## src/rtl/core/swxd_pkg.sv

```systemverilog
// Package for the sync word / XOR checksum deframer.
// Parse phase type, frame status codes, sync word bytes and default settings.
// No dependencies.
package swxd_pkg;

    typedef enum logic [1:0] {
        PH_HUNT  = 2'd0,
        PH_LEN   = 2'd1,
        PH_BODY  = 2'd2,
        PH_CHECK = 2'd3
    } phase_t;

    typedef logic [1:0] status_t;
    localparam status_t ST_IN_PROGRESS = 2'd0;
    localparam status_t ST_GOOD        = 2'd1;
    localparam status_t ST_BAD         = 2'd2;
    localparam status_t ST_REJECTED    = 2'd3;

    localparam int BODY_LENGTH_BITS_DEF = 16;
    localparam logic [15:0] MAX_BODY_LENGTH_RESET = 16'd4096;
    localparam logic [31:0] MIN_BODY_LENGTH = 32'd2;

    // sync word 02 55 53 50, in arrival order
    function automatic logic [7:0] sync_byte(input logic [1:0] idx);
        logic [7:0] b;
        case (idx)
            2'd0:    b = 8'h02;
            2'd1:    b = 8'h55;
            2'd2:    b = 8'h53;
            2'd3:    b = 8'h50;
            default: b = 8'h02;
        endcase
        return b;
    endfunction

endpackage

```

## src/rtl/core/sync_word_xor_deframer.sv

```systemverilog
// Sync word / length framing deframer with XOR checksum check.
// Depends on swxd_pkg (phase type, status codes, sync word, defaults).
//
// Takes one received word (byte) per cycle on the rx channel and can accept a new
// word in every cycle while rx_ready is high: all parsing is one pass of compare,
// shift and XOR logic from the state registers into a single result register. A
// word's result, if any, is on the res channel in the cycle after it is accepted.
// The result register is the only thing that throttles input: rx_ready drops only
// while a result is held there and res_ready is low. Body words come out one per
// cycle when res is not stalled; the checksum word closes the frame with status,
// frame type and length L+1, and a rejected length gives one closing result with
// status 3. max_body_length is set by cfg_we/cfg_data, capped at 2^BODY_LENGTH_BITS-1.
module sync_word_xor_deframer #(
    parameter int BODY_LENGTH_BITS = swxd_pkg::BODY_LENGTH_BITS_DEF
) (
    input  logic        clk,
    input  logic        rst_n,
    input  logic        cfg_we,
    input  logic [15:0] cfg_data,
    input  logic        rx_valid,
    output logic        rx_ready,
    input  logic [7:0]  rx_byte,
    output logic        res_valid,
    input  logic        res_ready,
    output logic [7:0]  out_byte,
    output logic        is_first,
    output logic        is_last,
    output logic [16:0] frame_length,
    output logic [15:0] frame_type,
    output logic [1:0]  frame_status
);

    localparam logic [32:0] CAP_WIDE = (33'd1 << BODY_LENGTH_BITS) - 33'd1;
    localparam logic [31:0] BODY_CAP = CAP_WIDE[31:0];

    logic [15:0]                 max_len_reg;
    swxd_pkg::phase_t            phase_reg, phase_next;
    logic [1:0]                  sync_reg, sync_next;
    logic [31:0]                 len_reg, len_next;
    logic [1:0]                  cnt_reg, cnt_next;
    logic [BODY_LENGTH_BITS-1:0] remain_reg, remain_next;
    logic [7:0]                  xor_reg, xor_next;
    logic [15:0]                 type_reg, type_next;

    logic        res_valid_reg;
    logic [7:0]  out_byte_reg;
    logic        is_first_reg;
    logic        is_last_reg;
    logic [16:0] frame_length_reg;
    logic [15:0] frame_type_reg;
    logic [1:0]  frame_status_reg;

    logic        rx_fire;
    logic        emit;
    logic [7:0]  e_byte;
    logic        e_first;
    logic        e_last;
    logic [16:0] e_length;
    logic [15:0] e_type;
    logic [1:0]  e_status;
    logic [31:0] len_shifted;
    logic [31:0] limit;

    assign rx_ready    = !res_valid_reg || res_ready;
    assign rx_fire     = rx_valid && rx_ready;
    assign len_shifted = {len_reg[23:0], rx_byte};
    assign limit       = ({16'd0, max_len_reg} > BODY_CAP) ? BODY_CAP : {16'd0, max_len_reg};

    always_comb
    begin
        phase_next  = phase_reg;
        sync_next   = sync_reg;
        len_next    = len_reg;
        cnt_next    = cnt_reg;
        remain_next = remain_reg;
        xor_next    = xor_reg;
        type_next   = type_reg;
        emit        = 1'b0;
        e_byte      = 8'd0;
        e_first     = 1'b0;
        e_last      = 1'b0;
        e_length    = 17'd0;
        e_type      = 16'd0;
        e_status    = swxd_pkg::ST_IN_PROGRESS;
        if (rx_fire)
        begin
            case (phase_reg)
                swxd_pkg::PH_HUNT:
                begin
                    if (rx_byte == swxd_pkg::sync_byte(sync_reg))
                    begin
                        if (sync_reg == 2'd3)
                        begin
                            sync_next  = 2'd0;
                            phase_next = swxd_pkg::PH_LEN;
                            len_next   = 32'd0;
                            cnt_next   = 2'd0;
                        end
                        else
                        begin
                            sync_next = sync_reg + 2'd1;
                        end
                    end
                    else
                    begin
                        // a stray 02 can still start a new match
                        sync_next = (rx_byte == swxd_pkg::sync_byte(2'd0)) ? 2'd1 : 2'd0;
                    end
                end
                swxd_pkg::PH_LEN:
                begin
                    len_next = len_shifted;
                    if (cnt_reg != 2'd3)
                    begin
                        cnt_next = cnt_reg + 2'd1;
                    end
                    else
                    begin
                        cnt_next = 2'd0;
                        if (len_shifted < swxd_pkg::MIN_BODY_LENGTH || len_shifted > limit)
                        begin
                            phase_next = swxd_pkg::PH_HUNT;
                            sync_next  = 2'd0;
                            emit       = 1'b1;
                            e_last     = 1'b1;
                            e_status   = swxd_pkg::ST_REJECTED;
                            e_length   = (len_shifted >= 32'h0001_FFFF) ? 17'h1_FFFF
                                       : len_shifted[16:0] + 17'd1;
                        end
                        else
                        begin
                            remain_next = len_shifted[BODY_LENGTH_BITS-1:0];
                            xor_next    = 8'd0;
                            type_next   = 16'd0;
                            phase_next  = swxd_pkg::PH_BODY;
                        end
                    end
                end
                swxd_pkg::PH_BODY:
                begin
                    // cnt_reg counts body position up to 2 (type bytes)
                    if (cnt_reg < 2'd2)
                    begin
                        type_next = {type_reg[7:0], rx_byte};
                        cnt_next  = cnt_reg + 2'd1;
                    end
                    xor_next    = xor_reg ^ rx_byte;
                    remain_next = remain_reg - 1'b1;
                    if (remain_reg == {{(BODY_LENGTH_BITS-1){1'b0}}, 1'b1})
                    begin
                        phase_next = swxd_pkg::PH_CHECK;
                    end
                    emit    = 1'b1;
                    e_byte  = rx_byte;
                    e_first = (cnt_reg == 2'd0);
                end
                swxd_pkg::PH_CHECK:
                begin
                    phase_next = swxd_pkg::PH_HUNT;
                    sync_next  = 2'd0;
                    cnt_next   = 2'd0;
                    emit       = 1'b1;
                    e_byte     = rx_byte;
                    e_last     = 1'b1;
                    e_length   = len_reg[16:0] + 17'd1;
                    e_type     = type_reg;
                    e_status   = (rx_byte == xor_reg) ? swxd_pkg::ST_GOOD : swxd_pkg::ST_BAD;
                end
                default:
                begin
                    phase_next = swxd_pkg::PH_HUNT;
                end
            endcase
        end
    end

    always_ff @(posedge clk or negedge rst_n)
    begin
        if (!rst_n)
        begin
            max_len_reg   <= swxd_pkg::MAX_BODY_LENGTH_RESET;
            phase_reg     <= swxd_pkg::PH_HUNT;
            sync_reg      <= 2'd0;
            len_reg       <= 32'd0;
            cnt_reg       <= 2'd0;
            remain_reg    <= '0;
            xor_reg       <= 8'd0;
            type_reg      <= 16'd0;
            res_valid_reg <= 1'b0;
        end
        else
        begin
            if (cfg_we)
            begin
                max_len_reg <= cfg_data;
            end
            phase_reg  <= phase_next;
            sync_reg   <= sync_next;
            len_reg    <= len_next;
            cnt_reg    <= cnt_next;
            remain_reg <= remain_next;
            xor_reg    <= xor_next;
            type_reg   <= type_next;
            if (emit)
            begin
                res_valid_reg <= 1'b1;
            end
            else if (res_ready)
            begin
                res_valid_reg <= 1'b0;
            end
        end
    end

    always_ff @(posedge clk)
    begin
        if (emit)
        begin
            out_byte_reg     <= e_byte;
            is_first_reg     <= e_first;
            is_last_reg      <= e_last;
            frame_length_reg <= e_length;
            frame_type_reg   <= e_type;
            frame_status_reg <= e_status;
        end
    end

    assign res_valid    = res_valid_reg;
    assign out_byte     = out_byte_reg;
    assign is_first     = is_first_reg;
    assign is_last      = is_last_reg;
    assign frame_length = frame_length_reg;
    assign frame_type   = frame_type_reg;
    assign frame_status = frame_status_reg;

`ifndef SYNTHESIS
    // a closing result always carries a final status
    assert property (@(posedge clk) disable iff (!rst_n)
        res_valid_reg && is_last_reg |-> frame_status_reg != swxd_pkg::ST_IN_PROGRESS)
        else $error("closing result with in-progress status");

    // body words carry no frame summary
    assert property (@(posedge clk) disable iff (!rst_n)
        res_valid_reg && !is_last_reg |->
            frame_status_reg == swxd_pkg::ST_IN_PROGRESS && frame_length_reg == 17'd0)
        else $error("body word with summary fields set");

    assert property (@(posedge clk) disable iff (!rst_n)
        res_valid_reg && is_first_reg |-> !is_last_reg)
        else $error("word marked both first and last");

    // the body counter never runs out while still in the body phase
    assert property (@(posedge clk) disable iff (!rst_n)
        phase_reg == swxd_pkg::PH_BODY |-> remain_reg != '0)
        else $error("body phase with zero words remaining");

    // a checksum word always returns to hunting
    assert property (@(posedge clk) disable iff (!rst_n)
        rx_fire && phase_reg == swxd_pkg::PH_CHECK |=> phase_reg == swxd_pkg::PH_HUNT)
        else $error("no return to hunting after checksum");
`endif

endmodule
```

## config.mk

```make
export PLATFORM = sky130hd
export DESIGN_NAME = sync_word_xor_deframer
export DESIGN_NICKNAME = d
export VERILOG_FILES = /design/src/rtl/core/swxd_pkg.sv /design/src/rtl/core/sync_word_xor_deframer.sv
export SDC_FILE = /design/constraint.sdc
export NUM_CORES = 1
export LEC_CHECK = 0
export BUFFER_PORTS_ARGS = -buffer_cell sky130_fd_sc_hd__buf_2
export CAP_MARGIN = 25
export CORE_ASPECT_RATIO = 1.25
export CORE_MARGIN = 2
export CORE_UTILIZATION = 50
export DETAILED_ROUTE_END_ITERATION = 8
export MAX_ROUTING_LAYER = met4
export PLACE_DENSITY = 0.7
export SLEW_MARGIN = 25
export SYNTH_ARGS = -nofsm -noshare
export SYNTH_HDL_FRONTEND = slang
export SYNTH_SLANG_ARGS = --single-unit
```

## constraint.sdc

```tcl
create_clock -name clk -period 8.9 [get_ports clk]
set_input_delay 1.78 -clock clk [delete_from_list [all_inputs] [get_ports clk]]
set_output_delay 1.78 -clock clk [all_outputs]
set_load 0.05 [all_outputs]
```

==> results.txt <==
----------------------------------------------------
[Clock tree]
  Number of buffers added for setup after CTS ... 0
  Number of hold buffers added after CTS ... 0
  Number of H-tree branching levels ... 4
  Sink count of the clock tree ... 132
  Gates resized, CTS repair ... 0
  Cell at the root of the clock tree ... sky130_fd_sc_hd__clkbuf_16
  Clock-pin transition on the worst setup and hold timing paths ... 0.06 ns
  TritonCTS clock tree ... built
  Clock insertion delay at the later pin of the skew report ... 0.43 ns
  Total clock buffers created by CTS ... 17
  Number of buffers between clock root and the deepest sink ... 2

[Drt]
  Vias after detailed routing ... 5803
  First DRT Iteration DRCs ... 615
  Average wire length per cell after detail routing ... 18.39 µm
  Ratio of routed vias to standard cells ... 5.934
  Final wirelength ... 17990 µm
  Remaining antenna violation count ... 0
  Number of DRC violations after detailed routing ... 0
  Pre-Repair DR Iteration Count ... 6

[Synthesis]
  Total number of yosys warnings ... 0
  Number of distinct library cells after synthesis ... 58
  Total standard cell area after synthesis ... 7206 µm²
  Predominant post-synthesis flop cell ... sky130_fd_sc_hd__dfrtp_1
  Cell count after synthesis ... 736
  Cell type with the highest aggregate area in the netlist ... sky130_fd_sc_hd__dfrtp_1
  Number of synthesized register bits ... 132
  Area fraction of the dominant cell type after synthesis ... 0.2987
  Total nets after synthesis ... 797
  EDFF count, synth ... 45
  Top area cells in the synthesized netlist ... sky130_fd_sc_hd__dfrtp_1 (30%), sky130_fd_sc_hd__edfxtp_1 (19%), sky130_fd_sc_hd__ha_1 (5.6%)
  Post-synthesis area per instance ... 9.790 µm²
  Proportion of synthesized flip-flops having asynchronous set or reset ... 0.6591
  Sequential share of the synthesized area ... 0.4898

[STA]
  Unrepaired setup endpoints after global routing ... false
  Final worst clock skew ... 0.02103 ns
  TNS Setup ... 0 ns
  Worst-Margin Slew ... 0.9260 ns
  Total count of max-transition violations in the final report ... 0
  Highest achievable clock rate ... 0.2321 GHz
  Final Hold Vio Count ... 0
  Clock period minus final worst setup slack ... 4.309 ns
  Fin crit share ... 0.4841
  Final Setup Violations ... 0
  Headroom to the max-slew limit ... 0.3804

[Placed design]
  Post-detailed-placement half-perimeter wirelength ... 12310 µm
  I/O Buffers ... 75
  DP Cell Count ... 946
  Placer Congestion ... 0.9412

[Global route]
  Maximum number of pins on one net before global-route repair ... 61
  Initial antenna violation count ... 0
  Total routing usage reported by global routing ... 0.2460
  Global-route wire length before repair ... 29450 µm
  Total grt overflow ... 0
  Via count of the first global-routing pass ... 5623

[Setup path]
  Critical path required time ... 9.22 ns
  Maximum fanout count along the critical path ... 23
  Endpoint of the worst-slack reg-to-reg timing path ... xor_reg[0]
  Maximum single-stage delay on the critical path ... 0.68 ns
  Reg-to-reg slack, setup ... 5.34 ns
  Type of element capturing the critical path ... flip-flop
  Reg2Reg Launch Point ... len_reg[6]
  Critical path type ... input pin to flip-flop
  Crit-path cells ... buf_2, ha_1, a21oi_1, o21a_1, nor3_1, or4_4, nand2_1, nand2_1, o31ai_1
  R2R depth ... 8
  CP max stage cell ... sky130_fd_sc_hd__nand2_1
  Launching element type of the critical path ... input pin
  Most frequent CP cell ... sky130_fd_sc_hd__nand2_1
  Critical Path AT ... 4.63 ns

[Floorplan]
  Num ports ... 76
  FP Rows ... 49
  Placeable Area ... 14220 µm²
  Die Y-Extent ... 138.2 µm
  Effective utilization at floorplan ... 0.5066
  Die Footprint ... 15390 µm²
  Die Width ... 111.4 µm

[Flow run]
  Maximum Capacitance Violations ... 0

[Min path]
  Worst Hold Depth ... 2
  Worst Hold Path EP ... type_reg[10]
  Hold Startpoint ... type_reg[10]
  Worst min-delay path category ... flip-flop to flip-flop

[Pwr]
  Worst ir drop on vdd ... 0.1201 mV
  Total power consumption of the routed design ... 2.379 mW
  LEAKAGE ... 3.519 nW
  Ratio of total power to cell area ... 290.3 nW/µm²

[Layout]
  Highest-count cells in the layout ignoring fill and taps ... sky130_fd_sc_hd__nand2_1 (94), sky130_fd_sc_hd__dfrtp_1 (86), sky130_fd_sc_hd__buf_2 (74)
  Most common cell after layout, fill and taps aside ... sky130_fd_sc_hd__nand2_1
  Finished Layout Cells ... 978
  Proportion of layout cells with a drive suffix above 1 ... 0.1638
  Core occupancy in the finished layout ... 0.5763
  Max reg flops ... 24
  Layout area overhead ... 13.75%
  Number of inserted diodes ... 0
  Final net count ... 848

[Status]
  Outcome ... completed

----------------------------------------------------
[synthesized netlist by cell type, types with 8 or more instances]
| master | instances |
|---|---|
| sky130_fd_sc_hd__nand2_1 | 94 |
| sky130_fd_sc_hd__dfrtp_1 | 86 |
| sky130_fd_sc_hd__o21ai_0 | 62 |
| sky130_fd_sc_hd__edfxtp_1 | 45 |
| sky130_fd_sc_hd__a21oi_1 | 38 |
| sky130_fd_sc_hd__inv_1 | 35 |
| sky130_fd_sc_hd__ha_1 | 32 |
| sky130_fd_sc_hd__clkbuf_1 | 30 |
| sky130_fd_sc_hd__nand3_1 | 30 |
| sky130_fd_sc_hd__nor2_1 | 30 |
| sky130_fd_sc_hd__and3_1 | 25 |
| sky130_fd_sc_hd__a22o_1 | 24 |
| sky130_fd_sc_hd__xor2_1 | 21 |
| sky130_fd_sc_hd__xnor2_1 | 18 |
| sky130_fd_sc_hd__a21o_1 | 17 |
| sky130_fd_sc_hd__and2_1 | 12 |
| sky130_fd_sc_hd__nand2b_1 | 12 |
| sky130_fd_sc_hd__nor3_1 | 12 |
| sky130_fd_sc_hd__nand4_1 | 11 |
| sky130_fd_sc_hd__buf_2 | 9 |
| sky130_fd_sc_hd__nor4_1 | 8 |
[worst max-delay path, delay by kind of cell]
family          cells  cell delay [ns]
compound gates      3             0.58
fa+ha+maj           1             0.31
buf+inv             1             0.29
simple gates        4             1.67
[power by group]
group | switching (mW) | internal (mW)
Combinational | 0.503 | 0.268
Sequential | 0.175 | 0.769
Clock | 0.297 | 0.367
Total | 0.975 | 1.40
[metal layers]
layer / GRT usage / wire length (µm) / vias up
met5: - / 0 / -
li1: - / - / 2738
met3: 0.04998 / 1165 / 31
met1: 0.3348 / 8080 / 2802
met2: 0.3723 / 8321 / 232
met4: 0.08252 / 419 / 0
[worst max-delay path by stage]
stage,start,end,slack (ns),cells after the start
2_1_floorplan,rx_byte[0],frame_length[0],2.00,9
3_3_place_gp,rx_byte[7],frame_type[7],4.32,9
3_5_place_dp,rx_byte[1],xor_reg[0],4.17,9
4_1_cts,rx_byte[7],xor_reg[0],4.62,9
5_1_grt,rx_byte[7],xor_reg[3],4.40,9
6_report,rx_byte[5],xor_reg[0],4.59,9
[per-stage QoR]
stage	hold WS, ns	cell area [µm²]	setup slack [ns]
global route	0.5288	8197	4.403
global placement	0.4790	7631	4.321
detailed placement	0.4895	7635	4.170
finish	0.5089	8197	4.591
CTS	0.5037	8194	4.616
floorplan	0.4631	7206	2.000
[cell families (layout without fill, tap and decap cells)]
family | count (synthesis) | after routing | share of synthesized area
DFF | 132 | 132 | 0.4898
AOI/OAI and AO/OA | 191 | 191 | 0.1743
and+or+nand+nor | 255 | 255 | 0.1773
muxes | 4 | 4 | 0.006077
buffers and inverters | 83 | 147 | 0.04949
xor gates and xnor gates | 39 | 39 | 0.04740
adders and majority gates | 32 | 32 | 0.05556
[area by class of cell]
class	count	area, µm²
tap	178	222.7
timing repair buffer	80	415.4
inverter	35	131.4
multi-input combinational	521	3338
clock buffer	17	425.4
fill	1220	6027
sequential	132	3530
clock inverter	15	133.9
(Power assumes the default switching activity.)
